File: src/rtl/pfde_pkg.sv
package pfde_pkg;

  // Letter codes, A is zero.
  localparam logic [4:0] LETTER_J = 5'd9;
  localparam logic [4:0] LETTER_Q = 5'd16;
  localparam logic [4:0] LETTER_X = 5'd23;
  localparam logic [4:0] LETTER_Z = 5'd25;

  // Square geometry.
  localparam int unsigned SIDE     = 5;
  localparam int unsigned ALPHABET = 26;
  localparam logic [4:0]  CELLS    = 5'd25;

  // Every letter of the alphabet is in use once the square is complete.
  localparam logic [ALPHABET-1:0] ALL_USED = {ALPHABET{1'b1}};

  // Kinds of word passed from the front end to the back end.
  typedef enum logic {
    CMD_KEY  = 1'b0,
    CMD_PAIR = 1'b1
  } cmd_kind_t;

  // For a key word, a is the letter and last marks the final key letter.
  // For a pair word, a and b are the plain letters and last is the result flag.
  typedef struct packed {
    cmd_kind_t  kind;
    logic [4:0] a;
    logic [4:0] b;
    logic       last;
  } cmd_t;

  // One enciphered pair.
  typedef struct packed {
    logic [4:0] cipher_first;
    logic [4:0] cipher_second;
    logic       last;
  } res_t;

  // Back end sequencer states.
  typedef enum logic [1:0] {
    B_IDLE,
    B_FILL,
    B_POS,
    B_CELL
  } back_state_t;

  // Row of a cell number 0..24.
  function automatic logic [2:0] pos_row(input logic [4:0] p);
    logic [2:0] r;
    priority if (p >= 5'd20) r = 3'd4;
    else if (p >= 5'd15)     r = 3'd3;
    else if (p >= 5'd10)     r = 3'd2;
    else if (p >= 5'd5)      r = 3'd1;
    else                     r = 3'd0;
    return r;
  endfunction

  // Cell number from row and column.
  function automatic logic [4:0] cell_index(input logic [2:0] row, input logic [2:0] col);
    return {row, 2'b00} + {2'b00, row} + {2'b00, col};
  endfunction

  // Column of a cell number 0..24.
  function automatic logic [2:0] pos_col(input logic [4:0] p);
    logic [4:0] t;
    t = p - cell_index(pos_row(p), 3'd0);
    return t[2:0];
  endfunction

  // Step one row or column on, wrapping at the edge of the square.
  function automatic logic [2:0] wrap_inc(input logic [2:0] x);
    return (x == 3'(SIDE - 1)) ? 3'd0 : x + 3'd1;
  endfunction

endpackage

File: src/rtl/pfde_fifo.sv
module pfde_fifo #(
  parameter int unsigned WIDTH = 12,
  parameter int unsigned DEPTH = 4
) (
  input  logic             clk,
  input  logic             rst_n,
  input  logic             push,
  input  logic [WIDTH-1:0] wdata,
  output logic             full,
  input  logic             pop,
  output logic [WIDTH-1:0] rdata,
  output logic             empty
);

  localparam int unsigned PW = $clog2(DEPTH);
  localparam int unsigned CW = $clog2(DEPTH + 1);

  logic [WIDTH-1:0] mem_r [DEPTH];
  logic [PW-1:0]    wptr_r, wptr_nxt;
  logic [PW-1:0]    rptr_r, rptr_nxt;
  logic [CW-1:0]    count_r, count_nxt;
  logic             do_push, do_pop;

  // Handshake qualification.
  assign full    = (count_r == CW'(DEPTH));
  assign empty   = (count_r == '0);
  assign do_push = push && !full;
  assign do_pop  = pop && !empty;
  assign rdata   = mem_r[rptr_r];

  // Pointer and count updates, pointers wrap at the depth.
  always_comb begin
    wptr_nxt  = wptr_r;
    rptr_nxt  = rptr_r;
    count_nxt = count_r;
    if (do_push) begin
      wptr_nxt = (wptr_r == PW'(DEPTH - 1)) ? '0 : wptr_r + PW'(1);
    end
    if (do_pop) begin
      rptr_nxt = (rptr_r == PW'(DEPTH - 1)) ? '0 : rptr_r + PW'(1);
    end
    if (do_push && !do_pop) begin
      count_nxt = count_r + CW'(1);
    end else if (do_pop && !do_push) begin
      count_nxt = count_r - CW'(1);
    end
  end

  always_ff @(posedge clk) begin
    if (!rst_n) begin
      wptr_r  <= '0;
      rptr_r  <= '0;
      count_r <= '0;
    end else begin
      wptr_r  <= wptr_nxt;
      rptr_r  <= rptr_nxt;
      count_r <= count_nxt;
    end
  end

  // Storage needs no reset.
  always_ff @(posedge clk) begin
    if (do_push) begin
      mem_r[wptr_r] <= wdata;
    end
  end

endmodule

File: src/rtl/pfde_front.sv
module pfde_front (
  input  logic           clk,
  input  logic           rst_n,
  input  logic           in_push,
  output logic           in_full,
  input  logic           in_mode,
  input  logic [4:0]     in_letter,
  input  logic           in_final_item,
  input  logic           cmd_full,
  output logic           cmd_push,
  output pfde_pkg::cmd_t cmd_data
);
  import pfde_pkg::*;

  logic       ready_r, ready_nxt;
  logic       pend_v_r, pend_v_nxt;
  logic [4:0] pend_l_r, pend_l_nxt;
  logic       hold_r, hold_nxt;
  logic [4:0] hold_l_r, hold_l_nxt;
  logic [4:0] c;
  logic       accept;

  // A doubled final letter owes a second pair and blocks input for it.
  assign in_full = cmd_full || hold_r;
  assign accept  = in_push && !in_full;
  assign c       = (in_letter > LETTER_Z) ? LETTER_Z : in_letter;

  // Classify each word and turn it into key or pair words for the back end.
  always_comb begin
    ready_nxt  = ready_r;
    pend_v_nxt = pend_v_r;
    pend_l_nxt = pend_l_r;
    hold_nxt   = hold_r;
    hold_l_nxt = hold_l_r;
    cmd_push   = 1'b0;
    cmd_data   = '{kind: CMD_PAIR, a: c, b: LETTER_X, last: 1'b1};
    if (hold_r) begin
      if (!cmd_full) begin
        cmd_push = 1'b1;
        cmd_data = '{kind: CMD_PAIR, a: hold_l_r, b: LETTER_X, last: 1'b1};
        hold_nxt = 1'b0;
      end
    end else if (accept) begin
      if (!in_mode) begin
        // Key letters are dropped once the square is complete.
        if (!ready_r) begin
          cmd_push = 1'b1;
          cmd_data = '{kind: CMD_KEY, a: c, b: c, last: in_final_item};
          if (in_final_item) begin
            ready_nxt = 1'b1;
          end
        end
      end else if (ready_r) begin
        if (!pend_v_r) begin
          if (in_final_item) begin
            cmd_push = 1'b1;
          end else begin
            pend_v_nxt = 1'b1;
            pend_l_nxt = c;
          end
        end else if (pend_l_r != c) begin
          cmd_push   = 1'b1;
          cmd_data   = '{kind: CMD_PAIR, a: pend_l_r, b: c, last: 1'b1};
          pend_v_nxt = 1'b0;
        end else begin
          // Doubled letter: pad the waiting one, the new one opens a pair.
          cmd_push = 1'b1;
          cmd_data = '{kind: CMD_PAIR, a: pend_l_r,
                       b: (c == LETTER_X) ? LETTER_Q : LETTER_X,
                       last: !in_final_item};
          if (in_final_item) begin
            pend_v_nxt = 1'b0;
            hold_nxt   = 1'b1;
            hold_l_nxt = c;
          end else begin
            pend_l_nxt = c;
          end
        end
      end
    end
  end

  always_ff @(posedge clk) begin
    if (!rst_n) begin
      ready_r  <= 1'b0;
      pend_v_r <= 1'b0;
      pend_l_r <= '0;
      hold_r   <= 1'b0;
    end else begin
      ready_r  <= ready_nxt;
      pend_v_r <= pend_v_nxt;
      pend_l_r <= pend_l_nxt;
      hold_r   <= hold_nxt;
    end
  end

  always_ff @(posedge clk) begin
    hold_l_r <= hold_l_nxt;
  end

endmodule

File: src/rtl/pfde_back.sv
module pfde_back (
  input  logic           clk,
  input  logic           rst_n,
  input  logic           cmd_empty,
  input  pfde_pkg::cmd_t cmd_data,
  output logic           cmd_pop,
  input  logic           res_full,
  output logic           res_push,
  output pfde_pkg::res_t res_data
);
  import pfde_pkg::*;

  back_state_t         state_r, state_nxt;
  logic [ALPHABET-1:0] used_r;
  logic [4:0]          cells_r;
  logic [4:0]          fill_i_r;
  logic                last_r;

  // Letter position and square contents, both read at two addresses.
  logic [4:0] pos_mem [ALPHABET];
  logic [4:0] cell_mem [CELLS];
  logic [4:0] pos_a_q, pos_b_q;
  logic [4:0] cell_a_q, cell_b_q;

  logic       place_req, place_en;
  logic [4:0] place_c;
  logic       pos_rd, cell_rd;
  logic [2:0] ra, ca, rb, cb;
  logic [4:0] ea, eb;

  // Next state.
  always_comb begin
    state_nxt = state_r;
    unique case (state_r)
      B_IDLE: begin
        if (!cmd_empty) begin
          if (cmd_data.kind == CMD_PAIR) begin
            state_nxt = B_POS;
          end else if (cmd_data.last) begin
            state_nxt = B_FILL;
          end
        end
      end
      B_FILL: begin
        if (fill_i_r == LETTER_Z) begin
          state_nxt = B_IDLE;
        end
      end
      B_POS: state_nxt = B_CELL;
      B_CELL: begin
        if (!res_full) begin
          state_nxt = B_IDLE;
        end
      end
      default: state_nxt = B_IDLE;
    endcase
  end

  // Control outputs per state.
  always_comb begin
    cmd_pop   = 1'b0;
    place_req = 1'b0;
    place_c   = cmd_data.a;
    pos_rd    = 1'b0;
    cell_rd   = 1'b0;
    res_push  = 1'b0;
    unique case (state_r)
      B_IDLE: begin
        cmd_pop = !cmd_empty;
        if (!cmd_empty) begin
          place_req = (cmd_data.kind == CMD_KEY);
          pos_rd    = (cmd_data.kind == CMD_PAIR);
        end
      end
      B_FILL: begin
        place_req = 1'b1;
        place_c   = fill_i_r;
      end
      B_POS:  cell_rd  = 1'b1;
      B_CELL: res_push = !res_full;
      default: ;
    endcase
  end

  // A letter takes the next cell unless it is used or the square is full.
  assign place_en = place_req && !used_r[place_c] && (cells_r < CELLS);

  // Encipher from the registered positions.
  always_comb begin
    ra = pos_row(pos_a_q);
    ca = pos_col(pos_a_q);
    rb = pos_row(pos_b_q);
    cb = pos_col(pos_b_q);
    priority if (ra == rb) begin
      ea = cell_index(ra, wrap_inc(ca));
      eb = cell_index(rb, wrap_inc(cb));
    end else if (ca == cb) begin
      ea = cell_index(wrap_inc(ra), ca);
      eb = cell_index(wrap_inc(rb), cb);
    end else begin
      ea = cell_index(ra, cb);
      eb = cell_index(rb, ca);
    end
  end

  assign res_data = '{cipher_first: cell_a_q, cipher_second: cell_b_q, last: last_r};

  // Control registers.
  always_ff @(posedge clk) begin
    if (!rst_n) begin
      state_r  <= B_IDLE;
      used_r   <= ALPHABET'(1) << LETTER_J;
      cells_r  <= '0;
      fill_i_r <= '0;
    end else begin
      state_r <= state_nxt;
      if (place_en) begin
        used_r[place_c] <= 1'b1;
        cells_r         <= cells_r + 5'd1;
      end
      if (state_r == B_FILL) begin
        fill_i_r <= fill_i_r + 5'd1;
      end else begin
        fill_i_r <= '0;
      end
    end
  end

  // Memory writes and registered reads.
  always_ff @(posedge clk) begin
    if (place_en) begin
      cell_mem[cells_r] <= place_c;
      pos_mem[place_c]  <= cells_r;
    end
    if (pos_rd) begin
      pos_a_q <= pos_mem[cmd_data.a];
      pos_b_q <= pos_mem[cmd_data.b];
      last_r  <= cmd_data.last;
    end
    if (cell_rd) begin
      cell_a_q <= cell_mem[ea];
      cell_b_q <= cell_mem[eb];
    end
  end

`ifndef SYNTHESIS
  // The fill sweep always leaves a complete square.
  a_fill_complete: assert property (@(posedge clk) disable iff (!rst_n)
    (state_r == B_FILL && fill_i_r == LETTER_Z) |=> (cells_r == CELLS))
    else $error("square incomplete after fill");

  // No pair is enciphered before every letter has a cell.
  a_pair_after_square: assert property (@(posedge clk) disable iff (!rst_n)
    (state_r == B_POS) |-> (used_r == ALL_USED))
    else $error("pair enciphered before square ready");

  // Placing a letter marks it used and takes exactly one cell.
  a_place_once: assert property (@(posedge clk) disable iff (!rst_n)
    place_en |=> (used_r[$past(place_c)] && cells_r == $past(cells_r) + 5'd1))
    else $error("letter placement bookkeeping wrong");
`endif

endmodule

File: src/rtl/playfair_digraph_encrypt.sv
// Channel  Ports                                         Handshake
// input    in_mode, in_letter, in_final_item             in_push / in_full
// result   out_cipher_first, out_cipher_second,          out_pop / out_empty
//          out_last_of_run
//
// The front end takes one word per cycle while its command queue has room and no padded pair is owed.
// A key letter is placed as it is popped; the final key letter starts a
// sweep that places the remaining letters into the square.
// Each enciphered pair passes through position read, cell read and result, which waits on a full result queue.
// A doubled final message letter holds in_full high until its second pair is pushed.
// Reset is synchronous; the square is empty and all queues are cleared.
module playfair_digraph_encrypt #(
  parameter int unsigned CMDQ_DEPTH = 4,
  parameter int unsigned OUTQ_DEPTH = 4
) (
  input  logic       clk,
  input  logic       rst_n,
  input  logic       in_push,
  output logic       in_full,
  input  logic       in_mode,
  input  logic [4:0] in_letter,
  input  logic       in_final_item,
  output logic       out_empty,
  input  logic       out_pop,
  output logic [4:0] out_cipher_first,
  output logic [4:0] out_cipher_second,
  output logic       out_last_of_run
);
  import pfde_pkg::*;

  cmd_t cmd_in, cmd_out;
  logic cmd_push, cmd_full, cmd_pop, cmd_empty;
  res_t res_in, res_out;
  logic res_push, res_full;

  // Front end: pairing and classification.
  pfde_front u_front (
    .clk           (clk),
    .rst_n         (rst_n),
    .in_push       (in_push),
    .in_full       (in_full),
    .in_mode       (in_mode),
    .in_letter     (in_letter),
    .in_final_item (in_final_item),
    .cmd_full      (cmd_full),
    .cmd_push      (cmd_push),
    .cmd_data      (cmd_in)
  );

  // Command queue between the two halves.
  pfde_fifo #(
    .WIDTH ($bits(cmd_t)),
    .DEPTH (CMDQ_DEPTH)
  ) u_cmdq (
    .clk   (clk),
    .rst_n (rst_n),
    .push  (cmd_push),
    .wdata (cmd_in),
    .full  (cmd_full),
    .pop   (cmd_pop),
    .rdata (cmd_out),
    .empty (cmd_empty)
  );

  // Back end: square building and enciphering.
  pfde_back u_back (
    .clk       (clk),
    .rst_n     (rst_n),
    .cmd_empty (cmd_empty),
    .cmd_data  (cmd_out),
    .cmd_pop   (cmd_pop),
    .res_full  (res_full),
    .res_push  (res_push),
    .res_data  (res_in)
  );

  // Result queue facing the consumer.
  pfde_fifo #(
    .WIDTH ($bits(res_t)),
    .DEPTH (OUTQ_DEPTH)
  ) u_outq (
    .clk   (clk),
    .rst_n (rst_n),
    .push  (res_push),
    .wdata (res_in),
    .full  (res_full),
    .pop   (out_pop),
    .rdata (res_out),
    .empty (out_empty)
  );

  assign out_cipher_first  = res_out.cipher_first;
  assign out_cipher_second = res_out.cipher_second;
  assign out_last_of_run   = res_out.last;

endmodule

File: config.mk
export PLATFORM = sky130hd
export DESIGN_NAME = playfair_digraph_encrypt
export DESIGN_NICKNAME = d
export VERILOG_FILES = /design/src/rtl/pfde_pkg.sv /design/src/rtl/pfde_fifo.sv /design/src/rtl/pfde_front.sv /design/src/rtl/pfde_back.sv /design/src/rtl/playfair_digraph_encrypt.sv
export SDC_FILE = /design/constraint.sdc
export NUM_CORES = 1
export LEC_CHECK = 0
export ABC_CLOCK_PERIOD_IN_PS = 8300
export BUFFER_PORTS_ARGS = -buffer_cell sky130_fd_sc_hd__buf_2
export CORE_ASPECT_RATIO = 1.4
export CORE_MARGIN = 2
export CORE_UTILIZATION = 52
export CTS_BUF_LIST = sky130_fd_sc_hd__clkbuf_8 sky130_fd_sc_hd__clkbuf_16
export DETAILED_ROUTE_END_ITERATION = 10
export GPL_ROUTABILITY_DRIVEN = 1
export PLACE_DENSITY = 0.68
export SKIP_LAST_GASP = 1
export SLEW_MARGIN = 20
export SYNTH_ARGS = -nofsm -noshare
export SYNTH_HDL_FRONTEND = slang
export SYNTH_SLANG_ARGS = --single-unit
export TNS_END_PERCENT = 10
File: constraint.sdc
create_clock -name clk -period 8.3 [get_ports clk]
set_input_delay 0 -clock clk [delete_from_list [all_inputs] [get_ports clk]]
set_output_delay 0 -clock clk [all_outputs]
set_load 0.05 [all_outputs]
==> impl_metrics.csv <==
group,metric,value,unit
finish,final_nets,1648,
critical_path,timing.critical_path.from_type,"flip-flop",
finish,multi_input_comb_area,8554,µm²
finish,final_layout_size_suffix_gt1_share,17.42,%
timing,slew_headroom,26.84,%
critical_path,crit_path_cell_chain,"o21ai_0 -> o21ai_1 -> fa_1 -> and3_1 -> a221o_1 -> or3_1 -> inv_1 -> a21oi_1 -> ha_1 -> inv_1 -> fa_1 -> a2bb2oi_4 -> buf_4 -> mux4_2 -> o2bb2ai_1 -> or4_1",
synth,yosys_register_bits,437,
synth,synth_most_common_cell,"sky130_fd_sc_hd__edfxtp_1",
timing,hold_viol_final,0,
critical_path,cp_slowest_stage_delay,0.68,ns
clock_tree,clock_tree_from_tritoncts,"yes",
timing,finalWorstPathRequiredPeriod,6.723,ns
grt,grt.overflow.total,0,
placed_design,gpl.final_weighted_congestion,0.9222,
clock_tree,clkLatencyLatePin,0.56,ns
timing,fin_tns_setup,0,ns
synth,ys_top_cells_by_count,"sky130_fd_sc_hd__edfxtp_1 (373), sky130_fd_sc_hd__nand2_1 (114), sky130_fd_sc_hd__mux4_2 (110)",
detailed_routing,detailroute.via_count,13450,
critical_path,nature_of_the_critical_path_endpoint,"flip-flop",
clock_tree,ctsHtreeMaxLevel,2,
critical_path,critical-path-top-delay-family,"compound AO/OA/AOI/OAI gates",
clock_tree,cts-resized-gates,0,
synth,synth_ff_type,"sky130_fd_sc_hd__edfxtp_1",
clock_tree,cts.sink_count,437,
critical_path,critPathArrivalTime,7.02,ns
die,core_region_area,41070,µm²
synth,synth_xor_area_share,0.9764,%
detailed_routing,vias_per_cell,6.248,
placed_design,cell_area_after_placement,22230,µm²
die,area_of_the_die,43070,µm²
timing,maxSlewViolCount,0,
detailed_routing,first_iter_violations,1100,
finish,area_growth_syn_to_layout,11.05,%
clock_tree,clkSlewWorstSetupHoldPaths,0.06,ns
grt,grt_antenna_before_repair,0,
critical_path,setup.worst_path.class,"reg -> reg",
clock_tree,clock_path_buffers,3,
finish,area_taken_by_flip_flops_and_latches,12480,µm²
die,die_h,244.8,µm
grt,grt_first_pass_wirelength,79070,µm
die,core.rowCount,88,
synth,synth_top_family_by_area,"multiplexers",
synth,yosys.area_share.adder,3.906,%
finish,final.fill_count,3183,
synth,number_of_instances_in_the_synthesized_netlist,1549,
critical_path,critical_path_maximum_fanout,30,
synth,synthesis.area,21530,µm²
synth,net_count_of_the_mapped_netlist,1620,
synth,fraction_of_registers_with_async_set_or_reset_after_synthesis,0,%
critical_path,critPathBufInv,3,
finish,antenna_cells_inserted,0,
detailed_routing,postRouteAntennaNets,0,
die,ios,24,
synth,area_fraction_of_the_dominant_cell_type_after_synthesis,52.03,%
timing,worst-slew-pin-transition,1.089,ns
timing,final.hold.worst_slack,0.05358,ns
timing,timing.final.setup_violations,0,
run_status,run_status,"completed",
synth,yosys.area_share.simple,9.776,%
timing,fmaxAchievable,0.1487,GHz
detailed_routing,wire_per_inst,23.93,µm
detailed_routing,finalWirelength,51510,µm
clock_tree,tritoncts.num_buffers,44,
die,start_util,52.42,%
die,die_w,176.0,µm
timing,final.setup_skew,0.01624,ns
synth,post-synth-top-area-cell,"sky130_fd_sc_hd__edfxtp_1",
grt,first_global_vias,13630,
synth,multiplexer_share_of_the_synthesized_area,16.08,%
synth,synth_top_cells_by_area,"sky130_fd_sc_hd__edfxtp_1 (52%), sky130_fd_sc_hd__mux4_2 (12%), sky130_fd_sc_hd__dfxtp_1 (6.0%)",
detailed_routing,drt_pass1_iterations,6,
flow_run,max-cap-violations,0,
placed_design,dp_hpwl,35900,µm
critical_path,critical_path.slowest_cell,"sky130_fd_sc_hd__a2bb2oi_4",
synth,ys_warn_count,0,
grt,largest_net_degree_at_the_start_of_global_routing,58,
synth,synth_area_per_cell,13.90,µm²
clock_tree,clockRootBuffer,"sky130_fd_sc_hd__clkbuf_16",
synth,ys_types,76,
timing,finalCritPeriodShare,81.00,%
synth,synth_enable_flop_cells,373,
synth,part_of_the_yosys_area_used_for_sequential_elements,57.98,%
finish,final_cell_area,23910,µm²
placed_design,io_buffer_count,23,
grt,grt_util_all_layers,24.18,%
critical_path,worst-endpoint-required,8.60,ns
synth,post_synthesis_compound_gate_area_fraction,8.782,%
finish,final_util,58.21,%
worst_hold_path,worst_hold_path_type,"in -> reg",
detailed_routing,remaining_drc_errors,0,
timing,rsz0062_at_grt,"no",
[flip-flops by register name (all words and copies together), names as in the netlist, 2 cells and up, named ones only]
register          count
u_back.cell_mem     125
u_cmdq.count_r        3
u_back.pos_mem      130
u_back.fill_i_r       5
u_cmdq.mem_r         48
u_back.state_r        2
u_back.pos_a_q        5
u_back.used_r        26
u_back.cells_r        5
u_back.cell_b_q       5
u_outq.mem_r         44
u_cmdq.rptr_r         2
u_back.pos_b_q        5
u_outq.count_r        3
u_outq.rptr_r         2
u_front.pend_l_r      5
u_front.hold_l_r      5
u_outq.wptr_r         2
u_back.cell_a_q       5
u_cmdq.wptr_r         2
[per-layer routing]
| layer | part of all wire [%] | track usage, % | up-vias |
|---|---|---|---|
| met4 | 4.9 | 11.42 | 0 |
| met3 | 4.4 | 2.742 | 146 |
| li1 | - | - | 6101 |
| met1 | 37 | 28.26 | 6758 |
| met2 | 54 | 44.26 | 447 |
| met5 | 0 | 0 | - |
[layout by cell type (no fill, tap or decap), types with 23 or more instances in the layout]
cell type                     n
sky130_fd_sc_hd__and2_1      23
sky130_fd_sc_hd__buf_2       23
sky130_fd_sc_hd__buf_4       30
sky130_fd_sc_hd__mux4_2     110
sky130_fd_sc_hd__mux2i_1     68
sky130_fd_sc_hd__o21ai_0     36
sky130_fd_sc_hd__clkbuf_16   45
sky130_fd_sc_hd__edfxtp_1   373
sky130_fd_sc_hd__nor2_1      99
sky130_fd_sc_hd__ha_1        48
sky130_fd_sc_hd__a21oi_1     56
sky130_fd_sc_hd__nand3_1     32
sky130_fd_sc_hd__dfxtp_1     64
sky130_fd_sc_hd__a211oi_1    26
sky130_fd_sc_hd__nor2b_1     32
sky130_fd_sc_hd__o21a_1      31
sky130_fd_sc_hd__inv_1       55
sky130_fd_sc_hd__nand2_1    114
sky130_fd_sc_hd__nor3_1      32
[per-stage QoR]
stage,setup WS [ns],instances
2_1_floorplan,2.369,1549
3_3_place_gp,1.676,2061
3_5_place_dp,1.597,2061
4_1_cts,1.618,2153
5_1_grt,1.236,2153
6_report,1.577,2153
[repair_timing]
| action | in CTS | in global routing |
|---|---|---|
| endpoints found under the hold margin | 46 | 0 |
| buffers inserted | 0 | 0 |
| hold buffers | 10 | 0 |
[final timing paths]
check	cells after the start	startpoint	slack, ns	endpoint
setup / recovery	16	u_back.pos_a_q[2]	1.58	u_back.cell_a_q[2]
hold / removal	3	rst_n	0.05	u_back.used_r[24]
setup reg to reg	16	u_back.pos_a_q[2]	1.58	u_back.cell_a_q[2]
hold reg to reg	1	u_back.used_r[22]	0.47	u_back.used_r[22]
[worst register-to-register path, delay by kind of cell (launching register included)]
family,cells,cell delay (ns)
multiplexers,1,0.56
AO/OA/AOI/OAI,6,2.19
buffers and inverters,3,0.85
AND/OR/NAND/NOR,3,1.14
flip-flops,1,0.49
adder cells (fa/ha/maj),3,1.25
[cell families after synthesis]
| group | Yosys count |
|---|---|
| compound gates | 273 |
| xor+xnor | 24 |
| fa+ha+maj | 60 |
| buf+inv | 131 |
| flops | 437 |
| mux | 202 |
| simple gates | 422 |
[layout make-up]
| type | instances | share of cell area (%) |
|---|---|---|
| Inverter | 50 | 0.7850 |
| Sequential cell | 437 | 52.21 |
| Clock buffer | 50 | 4.998 |
| Tap cell | 540 | 2.826 |
| Multi-Input combinational cell | 981 | 35.78 |
| Clock inverter | 32 | 1.560 |
| Timing Repair Buffer | 63 | 1.842 |
Power is left out: the tool's default activity adds up to more than one toggle a clock period on the data nets, which glitch-free logic cannot reach.
